### config.mk
export PLATFORM = sky130hd
export DESIGN_NAME = substring_search_count_flat
export DESIGN_NICKNAME = d
export VERILOG_FILES = /design/src/hw/rtl/ssc_pkg.sv /design/src/hw/rtl/ssc_in_if.sv /design/src/hw/rtl/ssc_out_if.sv /design/src/hw/rtl/substring_search_count.sv /design/src/hw/rtl/ssc_cell.sv /design/src/hw/rtl/ssc_tally.sv /design/src/flat_wrapper.sv
export SDC_FILE = /design/constraint.sdc
export NUM_CORES = 1
export LEC_CHECK = 0
export BUFFER_PORTS_ARGS = -buffer_cell sky130_fd_sc_hd__buf_2
export CAP_MARGIN = 10
export CORE_UTILIZATION = 60
export DETAILED_ROUTE_END_ITERATION = 16
export HOLD_SLACK_MARGIN = 0.06
export PLACE_DENSITY = 0.89
export SLEW_MARGIN = 5
export SYNTH_ARGS = -nofsm -noshare
export SYNTH_HDL_FRONTEND = slang
export SYNTH_HIERARCHICAL = 1
export SYNTH_SLANG_ARGS = --single-unit
### constraint.sdc
create_clock -name clk -period 5.98 [get_ports clk]
set_input_delay 0.598 -clock clk [delete_from_list [all_inputs] [get_ports clk]]
set_output_delay 0.598 -clock clk [all_outputs]
set_load 0.005 [all_outputs]
### src/hw/rtl/ssc_pkg.sv
// Shared constants and types for the substring search and count block.
package ssc_pkg;

	// Needle capacity in bytes and the longest haystack that takes part in matching
	localparam int MAX_NEEDLE = 8;
	localparam int MAX_TEXT   = 65536;

	// Field widths
	localparam int BYTE_W   = 8;
	localparam int NEEDLE_W = 64;
	localparam int LEN_W    = 4;
	localparam int POS_W    = 16;
	localparam int CNT_W    = 16;
	localparam int GAP_W    = 4;

	// Byte index counter holds MAX_TEXT itself once the haystack runs past it
	localparam int IDX_W  = $clog2(MAX_TEXT + 1);
	localparam int NIDX_W = (MAX_NEEDLE > 1) ? $clog2(MAX_NEEDLE) : 1;

	localparam logic [GAP_W-1:0] GAP_SAT   = {GAP_W{1'b1}};
	localparam logic [CNT_W-1:0] COUNT_SAT = {CNT_W{1'b1}};

	// Configuration register indexes
	localparam int CFG_IDX_W = 1;
	typedef enum logic [CFG_IDX_W-1:0] {
		REG_NEEDLE_BYTES  = 1'b0,
		REG_NEEDLE_LENGTH = 1'b1
	} cfg_reg_t;

	// Byte in stage 1, handed to the tally stage
	typedef struct packed {
		logic             valid;
		logic             last;
		logic             live;   // index below MAX_TEXT, byte takes part in matching
		logic [IDX_W-1:0] idx;    // index of this byte in the haystack
	} ssc_s1_t;

endpackage

### src/hw/rtl/ssc_in_if.sv
// Haystack byte channel: valid/ready handshake with the text byte and end mark.
interface ssc_in_if;
	import ssc_pkg::*;

	logic              valid;
	logic              ready;
	logic [BYTE_W-1:0] text_byte;
	logic              last_byte;

	modport source (output valid, output text_byte, output last_byte, input ready);
	modport sink   (input valid, input text_byte, input last_byte, output ready);

endinterface

### src/hw/rtl/ssc_out_if.sv
// Search result channel: valid/ready handshake with one result item per haystack.
interface ssc_out_if;
	import ssc_pkg::*;

	logic             valid;
	logic             ready;
	logic             found;
	logic [POS_W-1:0] first_position;
	logic [POS_W-1:0] last_position;
	logic [CNT_W-1:0] match_count;
	logic             overflow;

	modport source (output valid, output found, output first_position,
		output last_position, output match_count, output overflow, input ready);
	modport sink   (input valid, input found, input first_position,
		input last_position, input match_count, input overflow, output ready);

endinterface

### src/hw/rtl/substring_search_count.sv
// Top level of the streaming substring search and count block.
// One haystack byte is taken per clock cycle unless the input stalls, with no gaps
// between bytes or between haystacks; the row of eight window cells shifts and compares
// every searched byte in the cycle it is accepted, and the tally stage folds the hits in
// the next cycle. A haystack's result item is loaded when its last byte leaves stage 1 and
// waits in an output register; the input only stalls when a second result is ready while
// the first has not been taken. The needle and its length are written through the plain
// configuration port while the block is idle; a length of zero or above eight never
// matches. Bytes beyond the first 65536 of a haystack are not searched and set overflow,
// as does a saturated match count. Positions are start indexes counted from zero.
module substring_search_count (
	input  logic                          clk,
	input  logic                          arst_n,
	input  logic                          cfg_write,
	input  logic [ssc_pkg::CFG_IDX_W-1:0] cfg_index,
	input  logic [ssc_pkg::NEEDLE_W-1:0]  cfg_data,
	ssc_in_if.sink                        text_in,
	ssc_out_if.source                     result_out
);
	import ssc_pkg::*;

	logic [NEEDLE_W-1:0] needle_q;
	logic [LEN_W-1:0]    len_q;
	logic [IDX_W-1:0]    idx_q;
	ssc_s1_t             s1_q;

	logic accept;
	logic live;
	logic go;

	logic [BYTE_W-1:0]     cell_in   [MAX_NEEDLE];
	logic [BYTE_W-1:0]     cell_out  [MAX_NEEDLE];
	logic [BYTE_W-1:0]     cell_want [MAX_NEEDLE];
	logic [MAX_NEEDLE-1:0] hits;

	// Configuration registers
	always_ff @(posedge clk or negedge arst_n) begin
		if (!arst_n) begin
			needle_q <= '0;
			len_q    <= '0;
		end else if (cfg_write) begin
			unique case (cfg_reg_t'(cfg_index))
				REG_NEEDLE_BYTES:  needle_q <= cfg_data;
				REG_NEEDLE_LENGTH: len_q    <= cfg_data[LEN_W-1:0];
				default: ;
			endcase
		end
	end

	assign text_in.ready = !s1_q.valid || go;
	assign accept        = text_in.valid && text_in.ready;
	assign live          = (idx_q < IDX_W'(MAX_TEXT));

	// Byte index and stage 1 control
	always_ff @(posedge clk or negedge arst_n) begin
		if (!arst_n) begin
			idx_q <= '0;
			s1_q  <= '0;
		end else begin
			if (accept) begin
				s1_q.valid <= 1'b1;
				s1_q.last  <= text_in.last_byte;
				s1_q.live  <= live;
				s1_q.idx   <= idx_q;
				if (text_in.last_byte) begin
					idx_q <= '0;
				end else if (live) begin
					idx_q <= idx_q + IDX_W'(1);
				end
			end else if (go) begin
				s1_q.valid <= 1'b0;
			end
		end
	end

	// Cell inputs: newest byte enters cell 0; cell j checks needle byte len-1-j
	always_comb begin
		logic [LEN_W-1:0]  k;
		logic [NIDX_W-1:0] kk;
		for (int j = 0; j < MAX_NEEDLE; j++) begin
			k  = len_q - LEN_W'(1) - LEN_W'(j);
			kk = k[NIDX_W-1:0];
			cell_want[j] = needle_q[BYTE_W*kk +: BYTE_W];
			cell_in[j]   = (j == 0) ? text_in.text_byte : cell_out[(j == 0) ? 0 : j - 1];
		end
	end

	// Window row
	for (genvar j = 0; j < MAX_NEEDLE; j++) begin : g_cell
		ssc_cell u_cell (
			.clk      (clk),
			.shift_en (accept && live),
			.din      (cell_in[j]),
			.want     (cell_want[j]),
			.dout     (cell_out[j]),
			.hit      (hits[j])
		);
	end

	ssc_tally u_tally (
		.clk           (clk),
		.arst_n        (arst_n),
		.s1            (s1_q),
		.hits          (hits),
		.needle_length (len_q),
		.go            (go),
		.result_out    (result_out)
	);

	// A fresh result only follows a last byte in stage 1
	a_result_after_last: assert property (@(posedge clk) disable iff (!arst_n)
		$rose(result_out.valid) |-> $past(s1_q.valid && s1_q.last))
		else $error("result appeared without a last byte");

	// No match means zero positions and zero count
	a_empty_result: assert property (@(posedge clk) disable iff (!arst_n)
		(result_out.valid && !result_out.found) |->
		(result_out.first_position == '0 && result_out.last_position == '0 &&
		 result_out.match_count == '0))
		else $error("result without match carries nonzero fields");

	// Byte index never passes the text limit
	a_idx_bound: assert property (@(posedge clk) disable iff (!arst_n)
		idx_q <= IDX_W'(MAX_TEXT))
		else $error("byte index past text limit");

	// Input only stalls behind a pending result
	a_stall_cause: assert property (@(posedge clk) disable iff (!arst_n)
		!text_in.ready |-> (s1_q.valid && s1_q.last && result_out.valid))
		else $error("input stalled without a pending result");

endmodule

### src/hw/rtl/ssc_cell.sv
// One window cell: holds a haystack byte, passes it on, and registers its needle compare.
module ssc_cell (
	input  logic                       clk,
	input  logic                       shift_en,
	input  logic [ssc_pkg::BYTE_W-1:0] din,
	input  logic [ssc_pkg::BYTE_W-1:0] want,
	output logic [ssc_pkg::BYTE_W-1:0] dout,
	output logic                       hit
);
	import ssc_pkg::*;

	logic [BYTE_W-1:0] byte_q;
	logic              hit_q;

	// Take the incoming byte (the neighbor's, or the haystack byte in cell 0) and compare it with this cell's needle byte
	always_ff @(posedge clk) begin
		if (shift_en) begin
			byte_q <= din;
			hit_q  <= (din == want);
		end
	end

	assign dout = byte_q;
	assign hit  = hit_q;

endmodule

### src/hw/rtl/ssc_tally.sv
// Match tally stage: combines cell hits, tracks first/last/count, holds the result item.
module ssc_tally (
	input  logic                         clk,
	input  logic                         arst_n,
	input  ssc_pkg::ssc_s1_t             s1,
	input  logic [ssc_pkg::MAX_NEEDLE-1:0] hits,
	input  logic [ssc_pkg::LEN_W-1:0]    needle_length,
	output logic                         go,
	ssc_out_if.source                    result_out
);
	import ssc_pkg::*;

	logic             out_v_q;
	logic             found_q;
	logic [POS_W-1:0] first_out_q;
	logic [POS_W-1:0] last_out_q;
	logic [CNT_W-1:0] count_out_q;
	logic             ovf_out_q;

	logic [GAP_W-1:0] gap_q;
	logic             seen_q;
	logic [POS_W-1:0] first_q;
	logic [POS_W-1:0] latest_q;
	logic [CNT_W-1:0] count_q;
	logic             too_long_q;

	logic [GAP_W-1:0] gap_d;
	logic             seen_d;
	logic [POS_W-1:0] first_d;
	logic [POS_W-1:0] latest_d;
	logic [CNT_W-1:0] count_d;
	logic             too_long_d;

	logic [MAX_NEEDLE-1:0] use_mask;
	logic                  len_ok;
	logic [IDX_W-1:0]      idx_p1;
	logic [IDX_W-1:0]      start;
	logic                  match;

	// Stage holds only when a result must be loaded and the output is still full
	assign go = !(s1.valid && s1.last && out_v_q && !result_out.ready);

	// Window match over the cells that the needle length covers
	always_comb begin
		for (int j = 0; j < MAX_NEEDLE; j++) begin
			use_mask[j] = (LEN_W'(j) < needle_length);
		end
		len_ok = (needle_length != '0) && (needle_length <= LEN_W'(MAX_NEEDLE));
		idx_p1 = s1.idx + IDX_W'(1);
		start  = idx_p1 - IDX_W'(needle_length);
		match  = len_ok && (idx_p1 >= IDX_W'(needle_length)) && (&(hits | ~use_mask));
	end

	// Next statistics after this byte
	always_comb begin
		gap_d      = gap_q;
		seen_d     = seen_q;
		first_d    = first_q;
		latest_d   = latest_q;
		count_d    = count_q;
		too_long_d = too_long_q;
		if (s1.valid && !s1.live) begin
			too_long_d = 1'b1;
		end else if (s1.valid) begin
			if (gap_q != GAP_SAT) begin
				gap_d = gap_q + GAP_W'(1);
			end
			if (match) begin
				if (!seen_q) begin
					first_d = POS_W'(start);
				end
				seen_d   = 1'b1;
				latest_d = POS_W'(start);
				// Greedy non-overlapping count: only once the previous counted match is past
				if (gap_d >= GAP_W'(needle_length)) begin
					if (count_q != COUNT_SAT) begin
						count_d = count_q + CNT_W'(1);
					end else begin
						too_long_d = 1'b1;
					end
					gap_d = '0;
				end
			end
		end
	end

	// Statistics registers, cleared after the last byte of a haystack
	always_ff @(posedge clk or negedge arst_n) begin
		if (!arst_n) begin
			gap_q      <= GAP_SAT;
			seen_q     <= 1'b0;
			first_q    <= '0;
			latest_q   <= '0;
			count_q    <= '0;
			too_long_q <= 1'b0;
		end else if (s1.valid && go) begin
			if (s1.last) begin
				gap_q      <= GAP_SAT;
				seen_q     <= 1'b0;
				first_q    <= '0;
				latest_q   <= '0;
				count_q    <= '0;
				too_long_q <= 1'b0;
			end else begin
				gap_q      <= gap_d;
				seen_q     <= seen_d;
				first_q    <= first_d;
				latest_q   <= latest_d;
				count_q    <= count_d;
				too_long_q <= too_long_d;
			end
		end
	end

	// Output register valid
	always_ff @(posedge clk or negedge arst_n) begin
		if (!arst_n) begin
			out_v_q <= 1'b0;
		end else if (s1.valid && s1.last && go) begin
			out_v_q <= 1'b1;
		end else if (result_out.ready) begin
			out_v_q <= 1'b0;
		end
	end

	// Output payload
	always_ff @(posedge clk) begin
		if (s1.valid && s1.last && go) begin
			found_q     <= seen_d;
			first_out_q <= first_d;
			last_out_q  <= latest_d;
			count_out_q <= count_d;
			ovf_out_q   <= too_long_d;
		end
	end

	assign result_out.valid          = out_v_q;
	assign result_out.found          = found_q;
	assign result_out.first_position = first_out_q;
	assign result_out.last_position  = last_out_q;
	assign result_out.match_count    = count_out_q;
	assign result_out.overflow       = ovf_out_q;

endmodule
### src/flat_wrapper.sv
// flat-port wrapper written by rule: the top's interface ports become plain ports
module substring_search_count_flat import ssc_pkg::*;
  (clk, arst_n, cfg_write, cfg_index, cfg_data, text_in_valid, text_in_text_byte, text_in_last_byte, text_in_ready, result_out_valid, result_out_found, result_out_first_position, result_out_last_position, result_out_match_count, result_out_overflow, result_out_ready);
  ssc_in_if text_in_i ();
  ssc_out_if result_out_i ();
  input  logic clk;
  input  logic arst_n;
  input  logic cfg_write;
  input  logic [ssc_pkg::CFG_IDX_W-1:0] cfg_index;
  input  logic [ssc_pkg::NEEDLE_W-1:0] cfg_data;
  input wire logic [$bits(text_in_i.valid)-1:0] text_in_valid;
  input wire logic [$bits(text_in_i.text_byte)-1:0] text_in_text_byte;
  input wire logic [$bits(text_in_i.last_byte)-1:0] text_in_last_byte;
  output wire logic [$bits(text_in_i.ready)-1:0] text_in_ready;
  output wire logic [$bits(result_out_i.valid)-1:0] result_out_valid;
  output wire logic [$bits(result_out_i.found)-1:0] result_out_found;
  output wire logic [$bits(result_out_i.first_position)-1:0] result_out_first_position;
  output wire logic [$bits(result_out_i.last_position)-1:0] result_out_last_position;
  output wire logic [$bits(result_out_i.match_count)-1:0] result_out_match_count;
  output wire logic [$bits(result_out_i.overflow)-1:0] result_out_overflow;
  input wire logic [$bits(result_out_i.ready)-1:0] result_out_ready;
  assign text_in_i.valid = text_in_valid;
  assign text_in_i.text_byte = text_in_text_byte;
  assign text_in_i.last_byte = text_in_last_byte;
  assign text_in_ready = text_in_i.ready;
  assign result_out_valid = result_out_i.valid;
  assign result_out_found = result_out_i.found;
  assign result_out_first_position = result_out_i.first_position;
  assign result_out_last_position = result_out_i.last_position;
  assign result_out_match_count = result_out_i.match_count;
  assign result_out_overflow = result_out_i.overflow;
  assign result_out_i.ready = result_out_ready;
  substring_search_count u_core (.clk(clk), .arst_n(arst_n), .cfg_write(cfg_write), .cfg_index(cfg_index), .cfg_data(cfg_data), .text_in(text_in_i), .result_out(result_out_i));
endmodule
== Word level (Yosys, flattened, before mapping) ==
Index checks and enable logic that the tools add are counted.

* Multiplexer cells: 39
* Equality and inequality tests: 12
* Bitwise gates (word level): 3
* $lt $le $gt $ge: 12
* Add/sub/neg operators: 13
* Shift operators: 8
* Reductions and logical operators: 25

{| class="wikitable"
|+ Operators by type and width
! operator !! count
|-
| 64-bit by 7-bit variable part select with 8-bit output || 8
|-
| 16-bit 2-to-1 mux || 15
|-
| 8-bit == test || 8
|-
| 17-bit by 1-bit adder with 17-bit output (second input constant) || 2
|-
| 17-bit 2-to-1 mux || 2
|-
| 4-bit 2-to-1 mux || 8
|-
| 17-bit by 4-bit greater-or-equal comparator with 1-bit output || 1
|-
| 17-bit less-than comparator (second input constant) || 1
|-
| 16-bit by 1-bit adder with 16-bit output (second input constant) || 1
|-
| 3-bit by 4-bit less-than comparator with 1-bit output (first input constant) || 4
|-
| 16-bit != test (second input constant) || 1
|-
| 16-bit by 4-bit subtractor with 16-bit output || 1
|-
| 1-bit 2-to-1 mux || 14
|-
| 3-bit subtractor (second input constant) || 4
|-
| 1-bit logical AND || 11
|-
| 1-bit by 4-bit less-than comparator with 1-bit output (first input constant) || 2
|-
| 2-bit by 4-bit less-than comparator with 1-bit output (first input constant) || 2
|-
| 8-bit inverter || 1
|-
| 8-bit OR || 1
|-
| 8-bit AND reduction || 1
|-
| 2-bit AND reduction || 3
|-
| 2-bit nonzero test || 3
|-
| 3-bit by 1-bit subtractor with 3-bit output (second input constant) || 2
|-
| 3-bit by 2-bit subtractor with 3-bit output (second input constant) || 2
|-
| 10 further kinds || 14
|}

* Input port bits: 79
* Register bits: 274

== Longest topological paths before layout ==
* Depth in word-level cells: 10
* Depth in mapped cells: 14
* Gate-level depth less buffers: 11

== By module ==
The synthesis kept the hierarchy.

{| class="wikitable"
|+ By module, submodules not included
! module !! times used !! cells each !! area an instance (um^2)
|-
| substring_search_count || 1 || 565 || 6362.4
|-
| ssc_tally || 1 || 545 || 5776.8
|-
| ssc_cell || 8 || 20 || 356.6
|}

== Worst setup path after synthesis ==
OpenSTA, ideal clock, no wires.

* Path type: input to register
* Start point: input port result_out_ready
* End point: register u_core.idx_q[1]
* Cell stages on the path: 6
* Setup time: 0.100 ns
* Arrival: 4.494 ns
* Slack: 1.386 ns
* Cells stage by stage: or3_1 > nor2b_1 > buf_2 > nor2_1 > a22oi_1 > o21ai_0

* Word-level cells in the longest chain between the ends: 6

{| class="wikitable"
|+ RTL lines
! what !! line !! source
|-
| start, declared || flat_wrapper.sv:21 || <nowiki>input wire logic [$bits(result_out_i.ready)-1:0] result_out_ready;</nowiki>
|-
| 1-bit logical NOT || ssc_tally.sv:41 || <nowiki>assign go = !(s1.valid && s1.last && out_v_q && !result_out.ready);</nowiki>
|-
| 1-bit logical AND || ssc_tally.sv:41 ||
|-
| 1-bit logical NOT || ssc_tally.sv:41 ||
|-
| 1-bit logical OR || substring_search_count.sv:50 || <nowiki>assign text_in.ready = !s1_q.valid || go;</nowiki>
|-
| 1-bit logical AND || substring_search_count.sv:51 || <nowiki>assign accept = text_in.valid && text_in.ready;</nowiki>
|-
| 2-bit AND reduction (no line) || n/a ||
|-
| end signal, assigned || substring_search_count.sv:68 || <nowiki>idx_q <= idx_q + IDX_W'(1);</nowiki>
|-
| end, declared || substring_search_count.sv:24 || <nowiki>logic [IDX_W-1:0] idx_q;</nowiki>
|}

No other way between the ends.
A chain may end at the register's enable or synchronous reset.

== Worst setup path in the final report ==
* Start point: register u_core.len_q[2]
* End point: register u_core.u_tally.latest_q[9]

* Word-level cells in the longest chain between the ends: 9
* Elaborated cells between the ends (all ways): 22
* Classes of those cells: add/sub: 1; order compare: 10; mux: 4; bitwise: 2; reduce/logical: 5

{| class="wikitable"
|+ RTL lines
! what !! line !! source
|-
| start, declared || substring_search_count.sv:23 || <nowiki>logic [LEN_W-1:0] len_q;</nowiki>
|-
| start signal, assigned || substring_search_count.sv:44 || <nowiki>REG_NEEDLE_LENGTH: len_q <= cfg_data[LEN_W-1:0];</nowiki>
|-
| 1-bit by 4-bit less-than comparator with 1-bit output, or another cell as far along || ssc_tally.sv:46 || <nowiki>use_mask[j] = (LEN_W'(j) < needle_length);</nowiki>
|-
| 8-bit inverter || ssc_tally.sv:51 || <nowiki>match = len_ok && (idx_p1 >= IDX_W'(needle_length)) && (&(hits | ~use_mask));</nowiki>
|-
| 8-bit OR || ssc_tally.sv:51 ||
|-
| 8-bit AND reduction || ssc_tally.sv:51 ||
|-
| 1-bit logical AND || ssc_tally.sv:51 ||
|-
| 16-bit 2-to-1 mux * || ssc_tally.sv:68 || <nowiki>if (match) begin</nowiki>
|-
| 16-bit 2-to-1 mux * || ssc_tally.sv:64 || <nowiki>end else if (s1.valid) begin</nowiki>
|-
| 16-bit 2-to-1 mux * || ssc_tally.sv:62 || <nowiki>if (s1.valid && !s1.live) begin</nowiki>
|-
| 16-bit 2-to-1 mux * || ssc_tally.sv:97 || <nowiki>if (s1.last) begin</nowiki>
|-
| end signal, assigned || ssc_tally.sv:108 || <nowiki>latest_q <= latest_d;</nowiki>
|-
| end, declared || ssc_tally.sv:23 || <nowiki>logic [POS_W-1:0] latest_q;</nowiki>
|}

Mark *: on every way between the ends. The rest lies on a longest branch, timed or not.

==> impl_metrics.yaml <==
outcome:
  status: "finished, final reports clean"
clock_tree:
  cts_setup_buffers: 0
  ctsHoldBuffers: 0
  cts.sinks: 274
  cts_max_level: 1
  clkTransAtPathRegs_ns: 0.07
  postCtsResizedCells: 0
  tritoncts: "built"
  cts-root-buf: "clkbuf_16"
  cts_buffers: 29
  insertion_delay_ns: 0.55
  cts_buffer_depth: 3
floorplan:
  core_sq_um: 24200
  initial_core_util: 0.608
  ios: 131
  num_rows: 57
  die_x_microns: 159
  die_y_microns: 159
  die_area_sq_um: 25200
global_route:
  track_usage: 0.272
  antenna_found_initial: 0
  grt_pass1_vias: 10614
  overflow: 0
  grt_pass1_wl_microns: 55000
  grt_max_degree: 103
drt:
  remaining_drc_errors: 0
  wl_microns: 33900
  drt_pass1_iterations: 5
  wl_per_cell_microns: 19.8
  antenna_left: 0
  drtIter0Drc: 896
  vias_per_cell: 6.27
  routed-via-count: 10728
pwr:
  leakage_nw: 6.72
  ir_drop_uv: 278
  p_per_area_nw_per_um2: 379
  power_mw: 6.29
placed_design:
  dpl.hpwl_microns: 22800
  portBuffers: 130
  place.gp.congestion: 0.862
  dp_cells: 1657
  dpl_cell_area_sq_um: 15600
  dp_slack_ns: 1.65
critical_path:
  critPathLaunchType: "register"
  path_delay_family: "simple AND/OR/NAND/NOR gates"
  cp_max_fo: 43
  crit_chain: "inv_1 -> ha_1 -> o21a_1 -> o31a_1 -> nor3b_2 -> and3b_1 -> nor4b_4 -> a21o_2 -> nor2_1 -> a22o_1"
  cp_data_arrival_time_ns: 4.90
  path_class: "register to register"
  max_stage_delay_ns: 0.93
  required_ns: 6.41
  critPathCaptureType: "register"
  ff2ff_setup_slack_ns: 1.51
  worst-path-buf-inv: 1
  slowest_stage: "dfrtp_1"
layout:
  n_antenna_cell: 0
  nets: 1459
  postLayoutCellArea_sq_um: 16600
  drive_gt1_frac: 0.274
  fin_cells: 1711
  syn_to_final_growth_pct: 12.5
  n_fill_cell: 1635
  final_cell_mix: "mux2_2 (155), dfrtp_1 (155), buf_2 (129), edfxtp_1 (114), nand2_1 (100)"
  post-route-util: 0.684
sta:
  hold_ws_ns: 0.145
  setup_viol: 0
  max_slew.worst_pin.slew_ns: 1.09
  fin_skew_ns: 0.0196
  setup_ws_ns: 1.51
  grt_setup_unrepaired: "false"
  relSlewSlack: 0.276
  fmax_mhz: 224
  fin_tns_setup_ns: 0
  slew_violations: 0
  final.min_clock_period_ns: 4.47
  final.period_utilization: 0.747
  hold_viol_final: 0
worst_hold_path:
  hold_class: "input pin to asynchronous set/reset pin"
yosys:
  syn-num-nets: 1356
  netlist_area_sq_um: 14800
  avgSynthCellArea_sq_um: 11.7
  syn_inst: 1262
  ys.warnings.count: 6
run:
  maxCapViolCount: 0
area by class of cell:
class | count | area (sq um) | area share
multi-input cells | 900 | 6960 | 0.419
clock inverters | 13 | 139 | 0.00837
well taps | 324 | 405 | 0.0244
flip-flops and latches | 274 | 7430 | 0.448
repair buffers | 138 | 717 | 0.0432
clock buffers | 40 | 860 | 0.0518
inverters | 22 | 82.6 | 0.00498
state kept, by name, indices dropped and copies added, names as in the netlist, 17 cells and up:
name / cells
u_core/needle_q: 64
u_core/g_cell.u_cell/dout: 56
u_core/s1_q: 20
u_core/idx_q: 17
metal layers:
layer  routed length, microns  GRT usage
met5                        0          0
met4                     1460      0.108
met3                     1930     0.0324
met2                    17300      0.490
met1                    13200      0.330
worst paths after layout:
| check | from | to | cells after the start |
|---|---|---|---|
| setup / recovery | u_core/len_q[2]$_DFFE_PN0P_ | u_core/u_tally/latest_q[9]$_DFFE_PN0P_ | 10 |
| hold / removal | arst_n | u_core/u_tally/latest_q[11]$_DFFE_PN0P_ | 1 |
| setup reg to reg | u_core/len_q[2]$_DFFE_PN0P_ | u_core/u_tally/latest_q[9]$_DFFE_PN0P_ | 10 |
| hold reg to reg | u_core/g_cell[5].u_cell/dout[3]$_DFFE_PP_ | u_core/g_cell[6].u_cell/dout[3]$_DFFE_PP_ | 0 |
| max in group asynchronous | arst_n | u_core/needle_q[62]$_DFFE_PN0P_ | 2 |
| min in group clk | result_out_ready | u_core/u_tally/result_out.valid$_DFFE_PN0P_ | 2 |
report_power, final:
group          internal, mW  leakage, nW  switching (mW)
Sequential             2.17         3.14           0.203
Combinational         0.907         3.09            1.14
Clock                  1.10        0.491           0.761
Total                  4.18         6.72            2.11
Power figures use the tool's default switching activity.
